<file path="config.mk">
export PLATFORM = sky130hd
export DESIGN_NAME = fasthash64_stream
export DESIGN_NICKNAME = d
export VERILOG_FILES = /design/src/sv/fh64_pkg.sv /design/src/sv/fasthash64_stream.sv /design/src/sv/fh64_front.sv /design/src/sv/fh64_queue.sv /design/src/sv/fh64_back.sv
export SDC_FILE = /design/constraint.sdc
export NUM_CORES = 2
export LEC_CHECK = 0
export BUFFER_PORTS_ARGS = -buffer_cell sky130_fd_sc_hd__buf_4
export CAP_MARGIN = 0
export CORE_UTILIZATION = 55
export CTS_CLUSTER_SIZE = 28
export DETAILED_ROUTE_END_ITERATION = 12
export PLACE_DENSITY = 0.75
export SETUP_SLACK_MARGIN = 0.1
export SLEW_MARGIN = 10
export SYNTH_ARGS = -nofsm -noshare
export SYNTH_HDL_FRONTEND = slang
export SYNTH_SLANG_ARGS = --single-unit
</file>
<file path="constraint.sdc">
create_clock -name clk -period 11.2 [get_ports clk]
set_clock_uncertainty 0.15 [all_clocks]
set_input_delay 0.56 -clock clk [delete_from_list [all_inputs] [get_ports clk]]
set_output_delay 0.56 -clock clk [all_outputs]
set_load 0.005 [all_outputs]
</file>
<file path="src/sv/fh64_pkg.sv">
// shared types, constants and codes for the fasthash64 stream block
package fh64_pkg;

  localparam logic [63:0] MUL_M   = 64'h8803_55f2_1e6d_1965;
  localparam logic [63:0] MUL_MIX = 64'h2127_599b_f432_5c37;
  localparam int unsigned SHIFT_PRE  = 23;
  localparam int unsigned SHIFT_POST = 47;

  // job queue between front and back, depth a power of two
  localparam int unsigned QUEUE_DEPTH = 2;
  localparam int unsigned QPTR_W      = $clog2(QUEUE_DEPTH);
  localparam int unsigned QCNT_W      = QPTR_W + 1;

  // the 64x64 product is built from three 32x32 partial products
  localparam logic [1:0] MUL_LAST_STEP = 2'd2;

  typedef struct packed {
    logic [63:0] data_word;
    logic [3:0]  valid_bytes;
    logic        first_word;
    logic        last_word;
    logic [31:0] msg_length;
  } fh64_in_t;

  typedef struct packed {
    logic [63:0] hash_wide;
    logic [31:0] hash_narrow;
  } fh64_out_t;

  // word already masked and given its first xorshift
  typedef struct packed {
    logic [63:0] word;
    logic        has_bytes;
    logic        first;
    logic        last;
    logic [31:0] len;
  } fh64_job_t;

  typedef struct packed {
    logic full;
    logic empty;
  } fh64_qstat_t;

  typedef enum logic [2:0] {
    BK_IDLE,
    BK_LEN,
    BK_MIX,
    BK_HASH,
    BK_FIN,
    BK_DONE
  } fh64_bstate_t;

  typedef struct packed {
    fh64_bstate_t state;
    logic         slot_free;
  } fh64_bstat_t;

endpackage

</file>
<file path="src/sv/fasthash64_stream.sv">
// top level of the streaming fasthash64 block
//
// Input channel: a message arrives as 64-bit words on in_data, byte zero in
// bits 7:0. A transaction completes on a clock edge with push high and full
// low. first_word restarts the hash from the seed and msg_length; last_word
// makes the block emit one result once that word is hashed.
// Result channel: while empty is low, out_data holds the oldest result; it
// is taken on an edge with pop high. A waiting result does not block the
// next words: they queue and are hashed until the next result is ready.
// Configuration: cfg_we writes cfg_wdata into the seed register; write it
// only while no message is in flight.
// Hashing: every 64-bit product is built from three 32x32 partial
// products on one shared multiplier; a middle word needs a mix and a hash
// product, a first word also a length product, a last word also the finalising mix.
// A result reaches the result register once its last word is finalised
// and the result register is free.
// Reset: synchronous, active low; seed and running hash go to zero and
// the job queue and result register are emptied. A result stays on out_data
// until popped; with both queue entries taken, full rises and holds the input.
module fasthash64_stream (
  input  logic                 clk,
  input  logic                 rst_n,
  input  logic                 push,
  output logic                 full,
  input  fh64_pkg::fh64_in_t   in_data,
  output logic                 empty,
  input  logic                 pop,
  output fh64_pkg::fh64_out_t  out_data,
  input  logic                 cfg_we,
  input  logic [63:0]          cfg_wdata
);

  logic [63:0]           seed_r, seed_nxt;
  fh64_pkg::fh64_job_t   front_job, head_job;
  fh64_pkg::fh64_qstat_t q_stat;
  fh64_pkg::fh64_bstat_t bk_stat;
  logic                  q_push, q_pop;

  assign seed_nxt = cfg_we ? cfg_wdata : seed_r;

  always_ff @(posedge clk) begin
    if (!rst_n) begin
      seed_r <= '0;
    end else begin
      seed_r <= seed_nxt;
    end
  end

  fh64_front u_front (
    .push    (push),
    .full    (full),
    .in_data (in_data),
    .q_stat  (q_stat),
    .q_push  (q_push),
    .job     (front_job)
  );

  fh64_queue u_queue (
    .clk      (clk),
    .rst_n    (rst_n),
    .push     (q_push),
    .push_job (front_job),
    .pop      (q_pop),
    .head_job (head_job),
    .stat     (q_stat)
  );

  fh64_back u_back (
    .clk       (clk),
    .rst_n     (rst_n),
    .seed      (seed_r),
    .job_valid (!q_stat.empty),
    .job       (head_job),
    .job_pop   (q_pop),
    .empty     (empty),
    .pop       (pop),
    .out_data  (out_data),
    .stat      (bk_stat)
  );

`ifndef SYNTH
  // a finished hash reaches the result register once the slot frees
  a_done_loads: assert property (@(posedge clk) disable iff (!rst_n)
    (bk_stat.state == fh64_pkg::BK_DONE && bk_stat.slot_free) |=> !empty)
    else $error("finished hash not loaded into result register");

  // an accepted transaction is held in the job queue on the next cycle
  a_push_queued: assert property (@(posedge clk) disable iff (!rst_n)
    (push && !full) |=> !q_stat.empty)
    else $error("accepted word missing from job queue");

  a_queue_status: assert property (@(posedge clk) disable iff (!rst_n)
    !(q_stat.full && q_stat.empty))
    else $error("job queue both full and empty");

  // the back end only takes a job when idle
  a_pop_idle: assert property (@(posedge clk) disable iff (!rst_n)
    q_pop |-> (bk_stat.state == fh64_pkg::BK_IDLE && !q_stat.empty))
    else $error("job taken while back end busy");
`endif

endmodule

</file>
<file path="src/sv/fh64_front.sv">
// front end: input handshake, byte masking and first xorshift of each word
module fh64_front (
  input  logic               push,
  output logic               full,
  input  fh64_pkg::fh64_in_t in_data,
  input  fh64_pkg::fh64_qstat_t q_stat,
  output logic               q_push,
  output fh64_pkg::fh64_job_t job
);

  logic [63:0] masked;

  assign full   = q_stat.full;
  assign q_push = push && !q_stat.full;

  // byte i is kept when the count exceeds i; counts above eight keep all
  always_comb begin
    for (int i = 0; i < 8; i++) begin
      masked[i*8 +: 8] = (in_data.valid_bytes > 4'(i)) ? in_data.data_word[i*8 +: 8] : 8'h00;
    end
  end

  always_comb begin
    job.word      = masked ^ (masked >> fh64_pkg::SHIFT_PRE);
    job.has_bytes = (in_data.valid_bytes != 4'd0);
    job.first     = in_data.first_word;
    job.last      = in_data.last_word;
    job.len       = in_data.msg_length;
  end

endmodule

</file>
<file path="src/sv/fh64_queue.sv">
// short job queue between front and back
module fh64_queue (
  input  logic                  clk,
  input  logic                  rst_n,
  input  logic                  push,
  input  fh64_pkg::fh64_job_t   push_job,
  input  logic                  pop,
  output fh64_pkg::fh64_job_t   head_job,
  output fh64_pkg::fh64_qstat_t stat
);

  fh64_pkg::fh64_job_t               mem_r [fh64_pkg::QUEUE_DEPTH];
  logic [fh64_pkg::QPTR_W-1:0]       wr_ptr_r, wr_ptr_nxt;
  logic [fh64_pkg::QPTR_W-1:0]       rd_ptr_r, rd_ptr_nxt;
  logic [fh64_pkg::QCNT_W-1:0]       count_r, count_nxt;
  logic                              do_push, do_pop;

  assign stat.full  = (count_r == fh64_pkg::QCNT_W'(fh64_pkg::QUEUE_DEPTH));
  assign stat.empty = (count_r == '0);
  assign do_push    = push && !stat.full;
  assign do_pop     = pop && !stat.empty;
  assign head_job   = mem_r[rd_ptr_r];

  always_comb begin
    wr_ptr_nxt = do_push ? wr_ptr_r + 1'b1 : wr_ptr_r;
    rd_ptr_nxt = do_pop ? rd_ptr_r + 1'b1 : rd_ptr_r;
    count_nxt  = count_r;
    if (do_push && !do_pop) begin
      count_nxt = count_r + 1'b1;
    end else if (do_pop && !do_push) begin
      count_nxt = count_r - 1'b1;
    end
  end

  always_ff @(posedge clk) begin
    if (!rst_n) begin
      wr_ptr_r <= '0;
      rd_ptr_r <= '0;
      count_r  <= '0;
    end else begin
      wr_ptr_r <= wr_ptr_nxt;
      rd_ptr_r <= rd_ptr_nxt;
      count_r  <= count_nxt;
    end
  end

  always_ff @(posedge clk) begin
    if (do_push) begin
      mem_r[wr_ptr_r] <= push_job;
    end
  end

endmodule

</file>
<file path="src/sv/fh64_back.sv">
// back end: hash recurrence on a shared 32x32 multiplier, finalisation, result register
module fh64_back (
  input  logic                 clk,
  input  logic                 rst_n,
  input  logic [63:0]          seed,
  input  logic                 job_valid,
  input  fh64_pkg::fh64_job_t  job,
  output logic                 job_pop,
  output logic                 empty,
  input  logic                 pop,
  output fh64_pkg::fh64_out_t  out_data,
  output fh64_pkg::fh64_bstat_t stat
);

  fh64_pkg::fh64_bstate_t state_r, state_nxt;
  logic [1:0]             step_r, step_nxt;
  logic [63:0]            mul_a_r, mul_a_nxt;
  logic [63:0]            acc_r, acc_nxt;
  logic [63:0]            h_r, h_nxt;
  logic [63:0]            res_r, res_nxt;
  fh64_pkg::fh64_job_t    cur_r, cur_nxt;
  fh64_pkg::fh64_out_t    out_r, out_nxt;
  logic                   out_valid_r, out_valid_nxt;

  logic [63:0] mul_c;
  logic [31:0] op_x, op_y;
  logic [63:0] prod;
  logic [63:0] acc_fin;
  logic [63:0] seeded, mixed;
  logic        mul_busy, mul_done, slot_free, load_out;

  assign mul_busy  = (state_r == fh64_pkg::BK_LEN) || (state_r == fh64_pkg::BK_MIX) ||
                     (state_r == fh64_pkg::BK_HASH) || (state_r == fh64_pkg::BK_FIN);
  assign mul_done  = mul_busy && (step_r == fh64_pkg::MUL_LAST_STEP);
  assign slot_free = !out_valid_r || pop;

  assign mul_c = ((state_r == fh64_pkg::BK_MIX) || (state_r == fh64_pkg::BK_FIN)) ?
                 fh64_pkg::MUL_MIX : fh64_pkg::MUL_M;

  // step 0: lo*lo, step 1: lo*hi, step 2: hi*lo into the upper half
  assign op_x = (step_r == fh64_pkg::MUL_LAST_STEP) ? mul_a_r[63:32] : mul_a_r[31:0];
  assign op_y = (step_r == 2'd1) ? mul_c[63:32] : mul_c[31:0];
  assign prod = 64'(op_x) * 64'(op_y);

  assign acc_fin = {acc_r[63:32] + prod[31:0], acc_r[31:0]};
  assign seeded  = seed ^ acc_fin;
  assign mixed   = acc_fin ^ (acc_fin >> fh64_pkg::SHIFT_POST);

  always_comb begin
    step_nxt = '0;
    if (mul_busy && !mul_done) begin
      step_nxt = step_r + 2'd1;
    end
    acc_nxt = (step_r == 2'd0) ? prod : acc_fin;
  end

  // next state
  always_comb begin
    state_nxt = state_r;
    case (state_r)
      fh64_pkg::BK_IDLE: begin
        if (job_valid) begin
          if (job.first) begin
            state_nxt = fh64_pkg::BK_LEN;
          end else if (job.has_bytes) begin
            state_nxt = fh64_pkg::BK_MIX;
          end else if (job.last) begin
            state_nxt = fh64_pkg::BK_FIN;
          end
        end
      end
      fh64_pkg::BK_LEN: begin
        if (mul_done) begin
          if (cur_r.has_bytes) begin
            state_nxt = fh64_pkg::BK_MIX;
          end else if (cur_r.last) begin
            state_nxt = fh64_pkg::BK_FIN;
          end else begin
            state_nxt = fh64_pkg::BK_IDLE;
          end
        end
      end
      fh64_pkg::BK_MIX: begin
        if (mul_done) begin
          state_nxt = fh64_pkg::BK_HASH;
        end
      end
      fh64_pkg::BK_HASH: begin
        if (mul_done) begin
          state_nxt = cur_r.last ? fh64_pkg::BK_FIN : fh64_pkg::BK_IDLE;
        end
      end
      fh64_pkg::BK_FIN: begin
        if (mul_done) begin
          state_nxt = fh64_pkg::BK_DONE;
        end
      end
      fh64_pkg::BK_DONE: begin
        if (slot_free) begin
          state_nxt = fh64_pkg::BK_IDLE;
        end
      end
      default: state_nxt = fh64_pkg::BK_IDLE;
    endcase
  end

  // datapath and outputs
  always_comb begin
    h_nxt     = h_r;
    mul_a_nxt = mul_a_r;
    cur_nxt   = cur_r;
    res_nxt   = res_r;
    job_pop   = 1'b0;
    load_out  = 1'b0;
    case (state_r)
      fh64_pkg::BK_IDLE: begin
        job_pop = job_valid;
        cur_nxt = job;
        if (job.first) begin
          mul_a_nxt = {32'h0, job.len};
        end else if (job.has_bytes) begin
          mul_a_nxt = job.word;
        end else begin
          mul_a_nxt = h_r ^ (h_r >> fh64_pkg::SHIFT_PRE);
        end
      end
      fh64_pkg::BK_LEN: begin
        if (mul_done) begin
          h_nxt     = seeded;
          mul_a_nxt = cur_r.has_bytes ? cur_r.word : seeded ^ (seeded >> fh64_pkg::SHIFT_PRE);
        end
      end
      fh64_pkg::BK_MIX: begin
        if (mul_done) begin
          mul_a_nxt = h_r ^ mixed;
        end
      end
      fh64_pkg::BK_HASH: begin
        if (mul_done) begin
          h_nxt     = acc_fin;
          mul_a_nxt = acc_fin ^ (acc_fin >> fh64_pkg::SHIFT_PRE);
        end
      end
      fh64_pkg::BK_FIN: begin
        if (mul_done) begin
          res_nxt = mixed;
        end
      end
      fh64_pkg::BK_DONE: begin
        load_out = slot_free;
      end
      default: begin
      end
    endcase
  end

  always_comb begin
    out_valid_nxt = load_out || (out_valid_r && !pop);
    out_nxt       = out_r;
    if (load_out) begin
      out_nxt.hash_wide   = res_r;
      out_nxt.hash_narrow = res_r[31:0] - res_r[63:32];
    end
  end

  assign empty          = !out_valid_r;
  assign out_data       = out_r;
  assign stat.state     = state_r;
  assign stat.slot_free = slot_free;

  always_ff @(posedge clk) begin
    if (!rst_n) begin
      state_r     <= fh64_pkg::BK_IDLE;
      step_r      <= '0;
      h_r         <= '0;
      out_valid_r <= 1'b0;
    end else begin
      state_r     <= state_nxt;
      step_r      <= step_nxt;
      h_r         <= h_nxt;
      out_valid_r <= out_valid_nxt;
    end
  end

  always_ff @(posedge clk) begin
    mul_a_r <= mul_a_nxt;
    acc_r   <= acc_nxt;
    res_r   <= res_nxt;
    cur_r   <= cur_nxt;
    out_r   <= out_nxt;
  end

endmodule
</file>
==> Word-level counts from Yosys, hierarchy flattened <==
Memories as Yosys holds them, arrays and structs flattened. A register that Yosys moved wholly into a read port is not among the register bits.
Index checks and enable logic that the tools add are counted.
{ "totals": {"output_inout_bits": 98, "n_memories": 1, "mem_bits_rw": 198, "regBits": 492} }
{ "mem_list": {"columns": ["memory", "words", "word_bits", "read_ports", "rd_clocked_by_memory_dff", "write_ports", "line", "source"], "rows": [
  ["u_queue.mem_r", 2, 99, 1, 1, 1, "fh64_queue.sv:12", "fh64_pkg::fh64_job_t mem_r [fh64_pkg::QUEUE_DEPTH];"]
]} }
{ "classes": {"muxes": 42, "mul": 1, "n_bitwise": 7, "addsub": 7, "n_eq_ne": 15, "reduce_logical": 33, "n_lt_le_gt_ge": 8} }
{ "ops": {"columns": ["op", "n"], "rows": [
  ["$mux W64", 10],
  ["$pmux W64 S4", 1],
  ["$xor A64 B41 Y64", 4],
  ["$pmux W64 S2", 1],
  ["$xor A64 B64 Y64", 2],
  ["$mul A32 B32 Y64", 1],
  ["$mux W32", 2],
  ["$mux W8", 8],
  ["$xor A64 B17 Y64", 1],
  ["$mux W3", 11],
  ["$add A32 B32 Y32", 1],
  ["$sub A32 B32 Y32", 1],
  ["$pmux W3 S6", 1],
  ["$gt A4 B3 Y1 const B", 4],
  ["$ne A2 B1 Y1 const B", 5],
  ["$gt A4 B1 Y1 const B", 2],
  ["$gt A4 B2 Y1 const B", 2],
  ["$logic_and A1 B1 Y1", 8],
  ["$reduce_bool A4 Y1", 2],
  ["$logic_not A1 Y1", 7],
  ["$reduce_and A7 Y1", 1],
  ["$eq A3 B2 Y1 const B", 2],
  ["$eq A3 B3 Y1 const B", 2],
  ["$logic_or A1 B1 Y1", 6],
  ["other kinds (16)", 28]
]} }

==> Depth between registers and ports, before layout <==
{ "depth": {"word_depth": 11, "depth_mapped": 45, "mapped_depth_nobuf": 39} }

==> By module <==
Synthesis repeated with hierarchy kept, for this count alone.
{ "hier_totals": {"hier_cells": 6043, "hier_area_um2": 63943.8} }
{ "by_module_without_submodules": {"columns": ["module", "area_each_um2", "instances", "cells_each"], "rows": [
  ["fh64_back", 52305.2, 1, 5248],
  ["fh64_queue", 7405.9, 1, 333],
  ["fasthash64_stream", 2454.9, 1, 207],
  ["fh64_front", 1778.0, 1, 255]
]} }

==> Worst setup path before layout <==
Ideal clock, no wire load.
{ "synth_timing": {"path_type": "reg-to-reg", "startpoint": "register u_back.step_r[0]", "endpoint": "register u_back.mul_a_r[40], data pin", "stages_incl_launch_ff": 43, "synth_period_minus_slack_ns": 11.186, "path_buffers": 6, "slack_ns": 0.014, "arrival_time_ns": 10.760, "setup_ns": 0.276, "required_time_ns": 10.774, "cell_sequence": "dfxtp_1 > inv_1 > ha_1 > clkbuf_1 > buf_2 > buf_1 > clkbuf_1 > mux2i_1 > clkbuf_1 > nor2_1 > fa_1 > inv_1 > fa_1 > inv_1 > fa_1 > inv_1 > fa_1 > inv_1 > [... 7 more ...] > inv_1 > ha_1 > and3_1 > a21boi_0 > o41ai_2 > o221ai_1 > xor2_1 > ha_1 > clkbuf_1 > nand3_1 > nor4_1 > a221oi_1 > o21ai_0 > a21oi_1 > nand3b_1 > a21boi_0 > o41ai_1 > o211ai_1"} }
{ "synth_via": {"elab_chain_len": 9, "elab_cells_between_ends": 16, "cone_classes": "1 x add/sub; 1 x mul; 2 x eq/ne; 7 x mux; 5 x bitwise"} }
{ "synth_rtl": {"columns": ["item", "line", "source"], "rows": [
  ["start: declaration", "fh64_back.sv:16", "logic [1:0] step_r, step_nxt;"],
  ["start signal: assignment", "fh64_back.sv:179", "step_r <= step_nxt;"],
  ["$eq A2 B2 Y1 or $eq A2 B1 Y1 (tied branches)", "fh64_back.sv:41, fh64_back.sv:42", null],
  ["$mux W32 (on tied branches)", "fh64_back.sv:41, fh64_back.sv:42", null],
  ["$mul A32 B32 Y64 (*)", "fh64_back.sv:43", "assign prod = 64'(op_x) * 64'(op_y);"],
  ["net u_back.prod[25]", "fh64_back.sv:27", "logic [63:0] prod;"],
  ["$add A32 B32 Y32 (*)", "fh64_back.sv:45", "assign acc_fin = {acc_r[63:32] + prod[31:0], acc_r[31:0]};"],
  ["$xor A64 B64 Y64", "fh64_back.sv:46", "assign seeded = seed ^ acc_fin;"],
  ["$xor A64 B41 Y64", "fh64_back.sv:130", "mul_a_nxt = cur_r.has_bytes ? cur_r.word : seeded ^ (seeded >> fh64_pkg::SHIFT_PRE);"],
  ["$mux W64", "fh64_back.sv:130", null],
  ["$mux W64", "fh64_back.sv:128", "if (mul_done) begin"],
  ["$pmux W64 S4 (*)", "fh64_back.sv:115", "case (state_r)"],
  ["net u_back.mul_a_nxt[40]", "fh64_back.sv:17", "logic [63:0] mul_a_r, mul_a_nxt;"],
  ["end signal: assignment", "fh64_back.sv:186", "mul_a_r <= mul_a_nxt;"],
  ["end: declaration", "fh64_back.sv:17", null]
]} }
The timed path passes the listed nets; every way through them passes the cells marked *. The select of a mux whose other input is x is not followed.
A chain may end at the register's enable or synchronous reset.

==> Final worst setup path <==
{ "layout_timing": {"startpoint": "register u_back.state_r[2]", "endpoint": "register u_back.acc_r[63]"} }
{ "layout_via": {"elab_chain_len": 7, "elab_cells_between_ends": 8, "cone_classes": "1 x add/sub; 1 x mul; 2 x eq/ne; 3 x mux; 1 x reduce/logical"} }
{ "layout_rtl": {"columns": ["item", "line", "source"], "rows": [
  ["start: declaration", "fh64_back.sv:15", "fh64_pkg::fh64_bstate_t state_r, state_nxt;"],
  ["start signal: assignment", "fh64_back.sv:173", "state_r <= fh64_pkg::BK_IDLE;"],
  ["start signal: assignment", "fh64_back.sv:178", "state_r <= state_nxt;"],
  ["$eq A3 B2 Y1 or $eq A3 B3 Y1 (tied branches)", "fh64_back.sv:37", "assign mul_c = ((state_r == fh64_pkg::BK_MIX) || (state_r == fh64_pkg::BK_FIN)) ?"],
  ["$logic_or A1 B1 Y1 (*)", "fh64_back.sv:37", null],
  ["$mux W64 (*)", "fh64_back.sv:37", null],
  ["$mux W32 (*)", "fh64_back.sv:42", "assign op_y = (step_r == 2'd1) ? mul_c[63:32] : mul_c[31:0];"],
  ["$mul A32 B32 Y64 (*)", "fh64_back.sv:43", null],
  ["$add A32 B32 Y32", "fh64_back.sv:45", null],
  ["$mux W64 (*)", "fh64_back.sv:54", "acc_nxt = (step_r == 2'd0) ? prod : acc_fin;"],
  ["net u_back.acc_nxt[63]", "fh64_back.sv:18", "logic [63:0] acc_r, acc_nxt;"],
  ["end signal: assignment", "fh64_back.sv:187", "acc_r <= acc_nxt;"],
  ["end: declaration", "fh64_back.sv:18", null]
]} }
The timed path passes the listed nets; every way through them passes the cells marked *.

==> flow_summary.toml <==
[worst_setup_path]
worst-path-buf-inv = 4
cp-startpoint = "u_back.state_r[2]$_SDFFE_PN0P_"
worstSetupStartpointType = "flip-flop"
crit_top_cell = "fa_1"
critPathSlowestCell = "fa_1"
max_stage_delay_ns = 0.74
cp_top_family = "adder cells"
worst_ep_arrival_time_ns = 11.13
endpoint_kind = "flip-flop"
worstPathRequired_ns = 11.53
crit_type = "flip-flop to flip-flop"
regToRegStartpoint = "u_back.state_r[2]$_SDFFE_PN0P_"
crit_fanout = 22

[routing]
drtAntennaViolNets = 0
wirelength_um = 220000
drc_errors = 0
drt_pass1_iterations = 8
vias = 46794
drtIter0Drc = 6059
via_per_inst = 5.96
wl_per_cell_um = 28.1

[status]
status = "complete, no violations"

[grt]
gr-total-overflow = 0
antenna_found_initial = 5
grt_max_degree = 80
grt_pass1_vias = 47535
grt_pass1_wl_um = 320000
grt_usage_pct = 38.5

[synth]
synthCells = 5943
synth_top_area_cell = "edfxtp_1"
synth_area_um2 = 62700
synth.avg_cell_area_um2 = 10.5
netlist.area_leader.share_pct = 24.9
syn-num-nets = 7333
async_reset_ff_share_pct = 0
synth_cell_types = 94
seq_area_frac_synth_pct = 30.4
ys.flop_type = "edfxtp_1"
ys_warn_count = 0
yosys_register_bits = 691
synth_area_leaders = "edfxtp_1 (25%), fa_1 (24%), ha_1 (9.4%), inv_1 (6.0%), dfxtp_1 (5.5%)"
synth_edf_count = 520

[run]
timing.max_cap.violations = 0

[worst_hold_path]
hold_path_class = "input pin to flip-flop"
worstHoldStart = "cfg_wdata[10]"

[timing]
hold_violations = 0
tns_ns = 0
fmax_ghz = 0.0926
fin_ws_ns = 0.400
relSlewSlack_pct = 19.6
setup_viol = 0
fin_crit_ns = 10.80
fin_crit_sh_pct = 96.4
tightest_slew_ns = 1.20
slew_violations = 0
rsz0062_at_grt = "yes"
whs_ns = 0.0128

[floorplan]
die_h_um = 340
die_x_um = 340
dieArea_um2 = 115000
initial_core_util_pct = 55.6
num_rows = 123
core-area_um2 = 113000
top_level_ports = 269

[cts]
clk_pin_slew_ns = 0.06
cts_tree = "done"
clock_sinks = 691
cts_htree_levels = 3
cts_setup_buffers = 0
cts-root-buf = "clkbuf_16"
insertion_delay_ns = 0.66
cts_inserted_buffers = 72
clk_path_buf_depth = 3

[placement]
io_buffers = 268
gp_congestion = 1.06
dp_hpwl_um = 182000
place_ws_ns = 0.396

[cells_and_area]
nets = 7675
final_layout_size_suffix_gt1_share_pct = 11.5
area_growth_pct = 11.9
fillers = 9249
-- final cells by class --
cell class              instances  area (um2)  share of cell area (%)
diodes                          6        15.0                  0.0214
clock buffers                  86        1850                    2.64
clock inverters                48         473                   0.674
inverters                    1009        3790                    5.40
multi-input cells            3998       39000                    55.7
flip-flops and latches        691       19000                    27.1
well taps                    1500        1880                    2.68
repair buffers                513        4050                    5.77
-- per-stage QoR --
step,util [%],cells,cell area (um2)
6_report,62.3,7851,70100
3_3_place_gp,59.6,7652,67200
2_1_floorplan,-,5943,62700
5_1_grt,62.3,7846,70100
4_1_cts,62.2,7845,70100
3_5_place_dp,59.6,7652,67200
-- path summary, 6_finish.rpt --
check                                                      to  slack [ns]  cells past startpoint
worst max-delay path                 u_back.acc_r[63]$_DFF_P_        0.40                     25
worst min-delay path                  seed_r[10]$_SDFFE_PN0P_        0.01                      3
worst max register to register       u_back.acc_r[63]$_DFF_P_        0.40                     25
worst min register to register  u_back.out_data[76]$_DFFE_PP_        0.29                      0
-- flip-flops by register name (all words and copies together) (netlist names), 2 cells and up, named ones only --
| name | flops |
|---|---|
| u_back.acc_r | 64 |
| u_back.cur_r | 66 |
| u_queue.mem_r | 198 |
| u_back.mul_a_r | 64 |
| u_back.h_r | 64 |
| u_back.res_r | 64 |
| u_back.out_data | 96 |
| u_queue.count_r | 2 |
| seed_r | 64 |
| u_back.step_r | 2 |
| u_back.state_r | 3 |
-- cells in the mapped netlist (9+ instances only) --
library cell	count
a21o_1	92
buf_1	28
o21bai_1	18
and3_1	23
or3_1	12
nor3_1	31
nand2b_1	54
mux2i_1	153
o21ai_0	148
xnor3_1	18
or2_2	18
mux2_2	86
edfxtp_1	520
nand4_1	21
and2_1	74
a221o_1	17
nor2b_1	58
a211oi_1	84
ha_1	469
nor2_1	525
inv_1	998
xnor2_1	226
o31ai_1	10
a221oi_1	35
clkbuf_1	209
xor2_1	217
dfxtp_1	171
o21a_1	25
o221ai_1	13
a21oi_1	222
a31oi_1	16
fa_1	750
o21ai_1	9
o211ai_1	21
nand2_1	359
nand3_1	46
-- kinds of logic after synthesis --
logic type | after synthesis | synth area share [%]
simple gates | 1257 | 8.97
xor+xnor | 470 | 7.12
mux | 239 | 3.99
compound gates | 811 | 8.66
fa+ha+maj | 1221 | 33.4
buf+inv | 1254 | 7.53
flops | 691 | 30.4
-- what timing repair did --
action | in CTS | in global routing
hold buffers | 59 | 0
hold endpoints to repair | 93 | 0
endpoints found under the setup margin | 0 | 29
resized for setup | 0 | 6
-- tightest hold or removal path, cell delays in order --
cell and delay [ns]:
buf_4 0.08, mux2i_1 0.06, nor2_1 0.08
-- layer usage --
metal	global-route usage [%]	part of all wire [%]
met5	0	0.0059
met4	22.1	7.1
met3	7.69	11
met2	58.5	44
met1	51.5	38
-- cells in the final DEF (no fill, tap or decap), drive strengths merged, types with 86 or more instances in the layout --
cell       n
fa       750
clkbuf    86
ha       469
a21oi    226
inv     1006
nand2    359
mux2      86
o21ai    159
buf      454
a21o      93
xnor2    232
nor2     525
edfxtp   520
mux2i    153
dfxtp    171
xor2     219
Power is left out: the tool's default activity adds up to more than one toggle a clock period on the data nets, which glitch-free logic cannot reach.
